File: src/design/assert_macros.svh
// Assertion helpers. Each expects clk and rst_n in the enclosing scope.
`ifndef ASSERT_MACROS_SVH
`define ASSERT_MACROS_SVH

// Same-cycle implication.
`define ASSERT_IMPL(lbl, ante, cons, msg) \
    lbl: assert property (@(posedge clk) disable iff (!rst_n) (ante) |-> (cons)) \
        else $error(msg);

// Next-cycle implication.
`define ASSERT_NEXT(lbl, ante, cons, msg) \
    lbl: assert property (@(posedge clk) disable iff (!rst_n) (ante) |=> (cons)) \
        else $error(msg);

`endif

File: src/design/sha256c_pkg.sv
package sha256c_pkg;

    localparam int unsigned NUM_ROUNDS = 64;
    localparam int unsigned SCHED_DEPTH = 16;
    localparam int unsigned CHAIN_DEPTH = 8;

    // control strobes from the sequencer to the datapath
    typedef struct packed {
        logic load;     // word accepted
        logic init;     // copy chain into working vars
        logic advance;  // produce next schedule word, rotate store
        logic rnd;      // one compression round
        logic emit;     // form one digest word, rotate chain/working vars
    } sha256c_ctrl_t;

    localparam logic [31:0] ROUND_K [0:63] = '{
        32'h428a2f98, 32'h71374491, 32'hb5c0fbcf, 32'he9b5dba5,
        32'h3956c25b, 32'h59f111f1, 32'h923f82a4, 32'hab1c5ed5,
        32'hd807aa98, 32'h12835b01, 32'h243185be, 32'h550c7dc3,
        32'h72be5d74, 32'h80deb1fe, 32'h9bdc06a7, 32'hc19bf174,
        32'he49b69c1, 32'hefbe4786, 32'h0fc19dc6, 32'h240ca1cc,
        32'h2de92c6f, 32'h4a7484aa, 32'h5cb0a9dc, 32'h76f988da,
        32'h983e5152, 32'ha831c66d, 32'hb00327c8, 32'hbf597fc7,
        32'hc6e00bf3, 32'hd5a79147, 32'h06ca6351, 32'h14292967,
        32'h27b70a85, 32'h2e1b2138, 32'h4d2c6dfc, 32'h53380d13,
        32'h650a7354, 32'h766a0abb, 32'h81c2c92e, 32'h92722c85,
        32'ha2bfe8a1, 32'ha81a664b, 32'hc24b8b70, 32'hc76c51a3,
        32'hd192e819, 32'hd6990624, 32'hf40e3585, 32'h106aa070,
        32'h19a4c116, 32'h1e376c08, 32'h2748774c, 32'h34b0bcb5,
        32'h391c0cb3, 32'h4ed8aa4a, 32'h5b9cca4f, 32'h682e6ff3,
        32'h748f82ee, 32'h78a5636f, 32'h84c87814, 32'h8cc70208,
        32'h90befffa, 32'ha4506ceb, 32'hbef9a3f7, 32'hc67178f2
    };

    function automatic logic [31:0] rotr(input logic [31:0] x, input int unsigned n);
        return (x >> n) | (x << (32 - n));
    endfunction

    function automatic logic [31:0] big_sigma0(input logic [31:0] x);
        return rotr(x, 2) ^ rotr(x, 13) ^ rotr(x, 22);
    endfunction

    function automatic logic [31:0] big_sigma1(input logic [31:0] x);
        return rotr(x, 6) ^ rotr(x, 11) ^ rotr(x, 25);
    endfunction

    function automatic logic [31:0] small_sigma0(input logic [31:0] x);
        return rotr(x, 7) ^ rotr(x, 18) ^ (x >> 3);
    endfunction

    function automatic logic [31:0] small_sigma1(input logic [31:0] x);
        return rotr(x, 17) ^ rotr(x, 19) ^ (x >> 10);
    endfunction

    function automatic logic [31:0] choose(input logic [31:0] e, input logic [31:0] f,
                                           input logic [31:0] g);
        return (e & f) ^ (~e & g);
    endfunction

    function automatic logic [31:0] majority(input logic [31:0] a, input logic [31:0] b,
                                             input logic [31:0] c);
        return (a & b) ^ (a & c) ^ (b & c);
    endfunction

endpackage

File: src/design/sha256c_sched.sv
// Message schedule: 16-word rotating store with fixed taps, W+K registered.
module sha256c_sched
    import sha256c_pkg::*;
(
    input  logic                clk,
    input  sha256c_ctrl_t       ctrl,
    input  logic [3:0]          wr_index,
    input  logic [31:0]         wr_data,
    input  logic [5:0]          round_next,
    output logic [31:0]         wk
);

    logic [31:0] sched_reg  [SCHED_DEPTH];
    logic [31:0] sched_next [SCHED_DEPTH];
    logic [31:0] wk_reg;
    logic [31:0] wk_next;
    logic [31:0] w_new;

    // sched_reg[i] holds schedule position (t + i) mod 16 for round t
    always_comb
    begin
        if (round_next[5:4] == 2'd0)
        begin
            w_new = sched_reg[0];
        end
        else
        begin
            w_new = small_sigma1(sched_reg[14]) + sched_reg[9]
                  + small_sigma0(sched_reg[1]) + sched_reg[0];
        end
    end

    always_comb
    begin
        sched_next = sched_reg;
        wk_next    = wk_reg;
        if (ctrl.load)
        begin
            sched_next[wr_index] = wr_data;
        end
        if (ctrl.advance)
        begin
            for (int i = 0; i < SCHED_DEPTH - 1; i++)
            begin
                sched_next[i] = sched_reg[i + 1];
            end
            sched_next[SCHED_DEPTH - 1] = w_new;
            wk_next = w_new + ROUND_K[round_next];
        end
    end

    always_ff @(posedge clk)
    begin
        sched_reg <= sched_next;
        wk_reg    <= wk_next;
    end

    assign wk = wk_reg;

endmodule

File: src/design/sha256c_round.sv
// Chaining store, working variables a..h and the shared round unit.
module sha256c_round
    import sha256c_pkg::*;
(
    input  logic                clk,
    input  sha256c_ctrl_t       ctrl,
    input  logic [3:0]          wr_index,
    input  logic [31:0]         wr_chain,
    input  logic [31:0]         wk,
    output logic [31:0]         digest
);

    logic [31:0] chain_reg  [CHAIN_DEPTH];
    logic [31:0] chain_next [CHAIN_DEPTH];
    logic [31:0] work_reg   [CHAIN_DEPTH];
    logic [31:0] work_next  [CHAIN_DEPTH];
    logic [31:0] digest_reg;
    logic [31:0] digest_next;
    logic [31:0] t1;
    logic [31:0] t2;

    assign t1 = work_reg[7] + big_sigma1(work_reg[4])
              + choose(work_reg[4], work_reg[5], work_reg[6]) + wk;
    assign t2 = big_sigma0(work_reg[0]) + majority(work_reg[0], work_reg[1], work_reg[2]);

    always_comb
    begin
        chain_next  = chain_reg;
        work_next   = work_reg;
        digest_next = digest_reg;
        if (ctrl.load && !wr_index[3])
        begin
            chain_next[wr_index[2:0]] = wr_chain;
        end
        if (ctrl.init)
        begin
            work_next = chain_reg;
        end
        if (ctrl.rnd)
        begin
            work_next[0] = t1 + t2;
            work_next[1] = work_reg[0];
            work_next[2] = work_reg[1];
            work_next[3] = work_reg[2];
            work_next[4] = work_reg[3] + t1;
            work_next[5] = work_reg[4];
            work_next[6] = work_reg[5];
            work_next[7] = work_reg[6];
        end
        // eight rotations bring the chain back into place
        if (ctrl.emit)
        begin
            digest_next = chain_reg[0] + work_reg[0];
            for (int i = 0; i < CHAIN_DEPTH - 1; i++)
            begin
                chain_next[i] = chain_reg[i + 1];
                work_next[i]  = work_reg[i + 1];
            end
            chain_next[CHAIN_DEPTH - 1] = chain_reg[0];
            work_next[CHAIN_DEPTH - 1]  = work_reg[0];
        end
    end

    always_ff @(posedge clk)
    begin
        chain_reg  <= chain_next;
        work_reg   <= work_next;
        digest_reg <= digest_next;
    end

    assign digest = digest_reg;

endmodule

File: src/design/sha256_block_compression.sv
// Word at index 0..14: stored, busy stays low, no result.
// Word at index 15: busy through a setup state, 64 rounds at one per cycle
// through the shared round unit and an output phase; digest words 0..7 appear
// on consecutive cycles, registered from the output phase.
// The receiver cannot stall.
// rst_n (async, active low) clears sequencer and strobe; stores are not reset.
`include "assert_macros.svh"

module sha256_block_compression
    import sha256c_pkg::*;
(
    input  logic        clk,
    input  logic        rst_n,
    input  logic        start,
    output logic        busy,
    input  logic [3:0]  word_index,
    input  logic [31:0] message_word,
    input  logic [31:0] chain_word,
    output logic        digest_valid,
    output logic [31:0] digest_word,
    output logic [2:0]  digest_index,
    output logic        last_word
);

    localparam logic [1:0] ST_IDLE  = 2'd0;
    localparam logic [1:0] ST_INIT  = 2'd1;
    localparam logic [1:0] ST_ROUND = 2'd2;
    localparam logic [1:0] ST_OUT   = 2'd3;

    localparam logic [5:0] LAST_ROUND = 6'(NUM_ROUNDS - 1);
    localparam logic [2:0] LAST_OUT   = 3'(CHAIN_DEPTH - 1);
    localparam logic [3:0] LAST_INDEX = 4'(SCHED_DEPTH - 1);

    logic [1:0]     state_reg, state_next;
    logic [5:0]     cnt_reg, cnt_next;      // round count, then output count
    logic           valid_reg, valid_next;
    logic [2:0]     index_reg, index_next;
    logic           last_reg, last_next;
    logic           accept;
    logic [5:0]     round_next;
    logic [31:0]    wk_word;
    sha256c_ctrl_t  ctrl;

    assign accept = start && (state_reg == ST_IDLE);

    always_comb
    begin
        state_next = state_reg;
        cnt_next   = cnt_reg;
        valid_next = 1'b0;
        index_next = index_reg;
        last_next  = 1'b0;
        round_next = 6'd0;
        ctrl       = '0;
        unique case (state_reg)
            ST_IDLE:
            begin
                ctrl.load = start;
                if (start && (word_index == LAST_INDEX))
                begin
                    state_next = ST_INIT;
                end
            end
            ST_INIT:
            begin
                // W0 + K0 staged ahead of round 0
                ctrl.init    = 1'b1;
                ctrl.advance = 1'b1;
                round_next   = 6'd0;
                cnt_next     = 6'd0;
                state_next   = ST_ROUND;
            end
            ST_ROUND:
            begin
                ctrl.rnd   = 1'b1;
                round_next = cnt_reg + 6'd1;
                if (cnt_reg == LAST_ROUND)
                begin
                    cnt_next   = 6'd0;
                    state_next = ST_OUT;
                end
                else
                begin
                    ctrl.advance = 1'b1;
                    cnt_next     = cnt_reg + 6'd1;
                end
            end
            ST_OUT:
            begin
                ctrl.emit  = 1'b1;
                valid_next = 1'b1;
                index_next = cnt_reg[2:0];
                last_next  = (cnt_reg[2:0] == LAST_OUT);
                cnt_next   = cnt_reg + 6'd1;
                if (cnt_reg[2:0] == LAST_OUT)
                begin
                    cnt_next   = 6'd0;
                    state_next = ST_IDLE;
                end
            end
            default:
            begin
                state_next = ST_IDLE;
            end
        endcase
    end

    always_ff @(posedge clk or negedge rst_n)
    begin
        if (!rst_n)
        begin
            state_reg <= ST_IDLE;
            cnt_reg   <= 6'd0;
            valid_reg <= 1'b0;
            index_reg <= 3'd0;
            last_reg  <= 1'b0;
        end
        else
        begin
            state_reg <= state_next;
            cnt_reg   <= cnt_next;
            valid_reg <= valid_next;
            index_reg <= index_next;
            last_reg  <= last_next;
        end
    end

    sha256c_sched u_sched (
        .clk        (clk),
        .ctrl       (ctrl),
        .wr_index   (word_index),
        .wr_data    (message_word),
        .round_next (round_next),
        .wk         (wk_word)
    );

    sha256c_round u_round (
        .clk      (clk),
        .ctrl     (ctrl),
        .wr_index (word_index),
        .wr_chain (chain_word),
        .wk       (wk_word),
        .digest   (digest_word)
    );

    assign busy         = (state_reg != ST_IDLE);
    assign digest_valid = valid_reg;
    assign digest_index = index_reg;
    assign last_word    = last_reg;

    `ASSERT_NEXT(a_start_rounds, accept && (word_index == LAST_INDEX), state_reg == ST_INIT, "index 15 word did not start the rounds")
    `ASSERT_NEXT(a_rounds_done, (state_reg == ST_ROUND) && (cnt_reg == LAST_ROUND), (state_reg == ST_OUT) && (cnt_reg == 6'd0), "round phase did not end after 64 rounds")
    `ASSERT_NEXT(a_last_out, (state_reg == ST_OUT) && (cnt_reg[2:0] == LAST_OUT), (state_reg == ST_IDLE) && digest_valid && last_word && (digest_index == LAST_OUT), "last digest word not marked")
    `ASSERT_IMPL(a_valid_src, digest_valid, $past(state_reg) == ST_OUT, "digest word outside output phase")

endmodule

File: config.mk
export PLATFORM = sky130hd
export DESIGN_NAME = sha256_block_compression
export DESIGN_NICKNAME = d
export VERILOG_FILES = /design/src/design/sha256c_pkg.sv /design/src/design/sha256c_sched.sv /design/src/design/sha256c_round.sv /design/src/design/sha256_block_compression.sv
export VERILOG_INCLUDE_DIRS = /design/src /design/src/design
export SDC_FILE = /design/constraint.sdc
export NUM_CORES = 2
export LEC_CHECK = 0
export BUFFER_PORTS_ARGS = -buffer_cell sky130_fd_sc_hd__buf_2
export CAP_MARGIN = 10
export CORE_MARGIN = 8
export CORE_UTILIZATION = 40
export DETAILED_ROUTE_END_ITERATION = 10
export GPL_TIMING_DRIVEN = 0
export HOLD_SLACK_MARGIN = 0.03
export PLACE_DENSITY = 0.53
export SYNTH_ARGS = -nofsm -noshare
export SYNTH_HDL_FRONTEND = slang
export SYNTH_SLANG_ARGS = --single-unit
File: constraint.sdc
create_clock -name clk -period 19.2 [get_ports clk]
set_input_delay 3.84 -clock clk [delete_from_list [all_inputs] [get_ports clk]]
set_output_delay 3.84 -clock clk [all_outputs]
set_load 0.02 [all_outputs]
==> results.ini <==
[logic_synthesis]
ys_seq_area_share_pct=48.6
yosysWarningCount=0
syn-instance-count=6942
ys_async_sr_fraction_pct=1.18
synth_nets=7385
syn_avg_cell_area_sq_um=9.79
synth-edff-count=1088
synthTopCellsByCount=nand2_1, edfxtp_1, o21ai_0
yosys.area.top_type_share_pct=48.1
synth.most_common_cell=nand2_1
ys.flop_type=edfxtp_1
yosysTopAreaCell=edfxtp_1
synth.area.top_cells=edfxtp_1, nand2_1, fa_1
synthDistinctLibCells=83
syn_area_sq_um=67900
ys_ff_latch=1101

[sta]
hold_viol=0
grt_setup_unrepaired=false
fin_crit_ns=9.37
setup_tns_ns=0
worst_slew_pin_slew_ns=1.36
final.setup_skew_ns=0.0410
finalSetupViolations=0
clock.fmax_ghz=0.107
drv_slew=0
worst_slack_ns=9.83
fin_crit_sh_pct=48.8
slew_headroom_pct=9.06
whs_ns=0.502

[clock_tree]
clk_path_buf_depth=3
cts_sinks=1101
clockRootBuffer=clkbuf_16
clk_pin_slew_ns=0.06
clkLatencyLatePin_ns=0.78
cts_resized=0
postCtsSetupBuffers=0
hold_buffers=0
numCtsBuffers=134
cts_tree=yes
htree_num_levels=4

[critical_path]
path_class=reg2reg
r2r_slack_ns=9.83
cp_common_cell=o21ai_0
crit_path_start=u_round.work_reg[122]
end_kind=flip-flop
rr_worst_depth=29
critPathMaxFanout=6
crit-reg2reg-launch=u_round.work_reg[122]
worst-path-buf-inv=2
slowest_stage=clkbuf_1
critPathRequiredTime_ns=19.69
reg2reg_to=u_round.work_reg[126]
critical_path.max_stage_delay_ns=0.68
cp.arrival_ns=9.86
cp_top_family=compound AO/OA/AOI/OAI gates
cp-start-kind=flip-flop

[route]
antenna_left=0
vias=55500
dr.pass1.iters=9
drt-total-wl_microns=282000
wl_per_cell_microns=29.5
drc=0
drtIter0Drc=6524
route.detailed.vias_per_inst=5.81

[global_route]
grt_max_degree=113
first_global_vias=54600
grt_pass1_wl_microns=395000
grt_antenna_before_repair=16
grt_use_total_pct=29.5
grt_overflow=0

[cells_and_area]
drive_gt1_share_pct=5.41
finalNetCount=7674
largest_register_ffs=512
postLayoutCellArea_sq_um=76800
syn_to_final_growth_pct=13.0
fill_cells=16100

[floorplanning]
io_pins=109
num_rows=151
fp.dieH_microns=428
start_util_pct=40.2
die-area_sq_um=183000
coreArea_sq_um=169000
die_w_microns=428

[outcome]
status=finished, final reports clean

[placement]
place_ws_ns=10.09
gp_congestion=0.989
dpl-instance-area_sq_um=72400
post-dp-hpwl_microns=221000
io_buffers=96

[hold_path]
worst_hold_path.endpoint=u_sched.sched_reg[419]
hold_start=u_sched.sched_reg[387]
holdPathStages=2
hold_class=reg2reg

[job]
maxCapViolCount=0

worst min-delay path, cell delays in order, from the launching register on:
cell      delay (ns)
edfxtp_1        0.32
nand2_1         0.04
nand2_1         0.04
stage by stage:
stage | cells | utilization [%]
after floorplan | 6942 | -
after global placement | 9256 | 42.1
after detailed placement | 9309 | 42.8
after CTS | 9552 | 45.4
after global routing | 9557 | 45.4
final | 9559 | 45.4
metal layers:
metal | global-route usage, % | wire, microns | vias up
met5 | 0 | 47 | -
met4 | 14.4 | 16500 | 8
met3 | 5.00 | 20700 | 590
met2 | 48.6 | 131000 | 2553
met1 | 37.7 | 114000 | 27300
li1 | - | - | 25100
cell usage in the layout (no fill, tap or decap), drive strengths merged, types with 13 or more instances in the layout:
cell type  netlist  routed
clkinv           2      49
fa             159     159
o31ai           30      30
dfrtp           13      13
clkbuf         463     633
nor3            69      69
and3            45      45
o21ai          567     567
o22ai           16      16
xor2            98      98
a21o           125     125
a31oi           31      31
o21bai          21      21
a22o            98      98
or3             14      14
a21boi          14      14
nor2           177     177
a211oi          37      37
ha             213     213
o21a            33      33
nand2         1620    1620
nand2b          20      20
mux2i          255     255
inv            278     288
o211ai          20      20
buf             45     197
edfxtp        1088    1088
maj3            22      22
xnor2          314     314
a21oi          264     264
nand3          551     551
nor2b           52      52
worst max-delay path by stage:
| stage | end | slack (ns) | cells after the start |
|---|---|---|---|
| after CTS | u_round.work_reg[252] | 10.05 | 26 |
| after detailed placement | u_round.work_reg[252] | 10.09 | 26 |
| final | u_round.work_reg[126] | 9.83 | 29 |
| after global placement | busy | 4.60 | 5 |
| after floorplan | busy | 9.50 | 4 |
| after global routing | u_round.work_reg[255] | 9.65 | 29 |
final cells by class:
type / instances / area [sq um] / area share [%]
Multi-Input combinational cell: 5053 / 32200 / 41.9
Clock buffer: 170 / 3530 / 4.60
Inverter: 280 / 1060 / 1.38
Timing Repair Buffer: 153 / 1550 / 2.02
Antenna cell: 3 / 7.51 / 0.00978
Tap cell: 2218 / 2780 / 3.61
Sequential cell: 1101 / 33000 / 43.0
Clock inverter: 73 / 777 / 1.01
Buffer: 508 / 1920 / 2.50
cell families (layout without fill, tap and decap cells):
| kind of cell | Yosys count | after routing | share of synthesized area [%] |
|---|---|---|---|
| and+or+nand+nor | 2610 | 2610 | 16.4 |
| AOI/OAI and AO/OA | 1375 | 1375 | 12.6 |
| DFF | 1101 | 1101 | 48.6 |
| buffers and inverters | 788 | 1184 | 4.36 |
| xor gates and xnor gates | 413 | 413 | 5.34 |
| adders and majority gates | 394 | 394 | 8.93 |
| muxes | 261 | 261 | 3.86 |
| other | 0 | 3 | 0 |
Power is not shown: default switching activity piles up to over one toggle a cycle in this logic, so the estimate is an artifact.
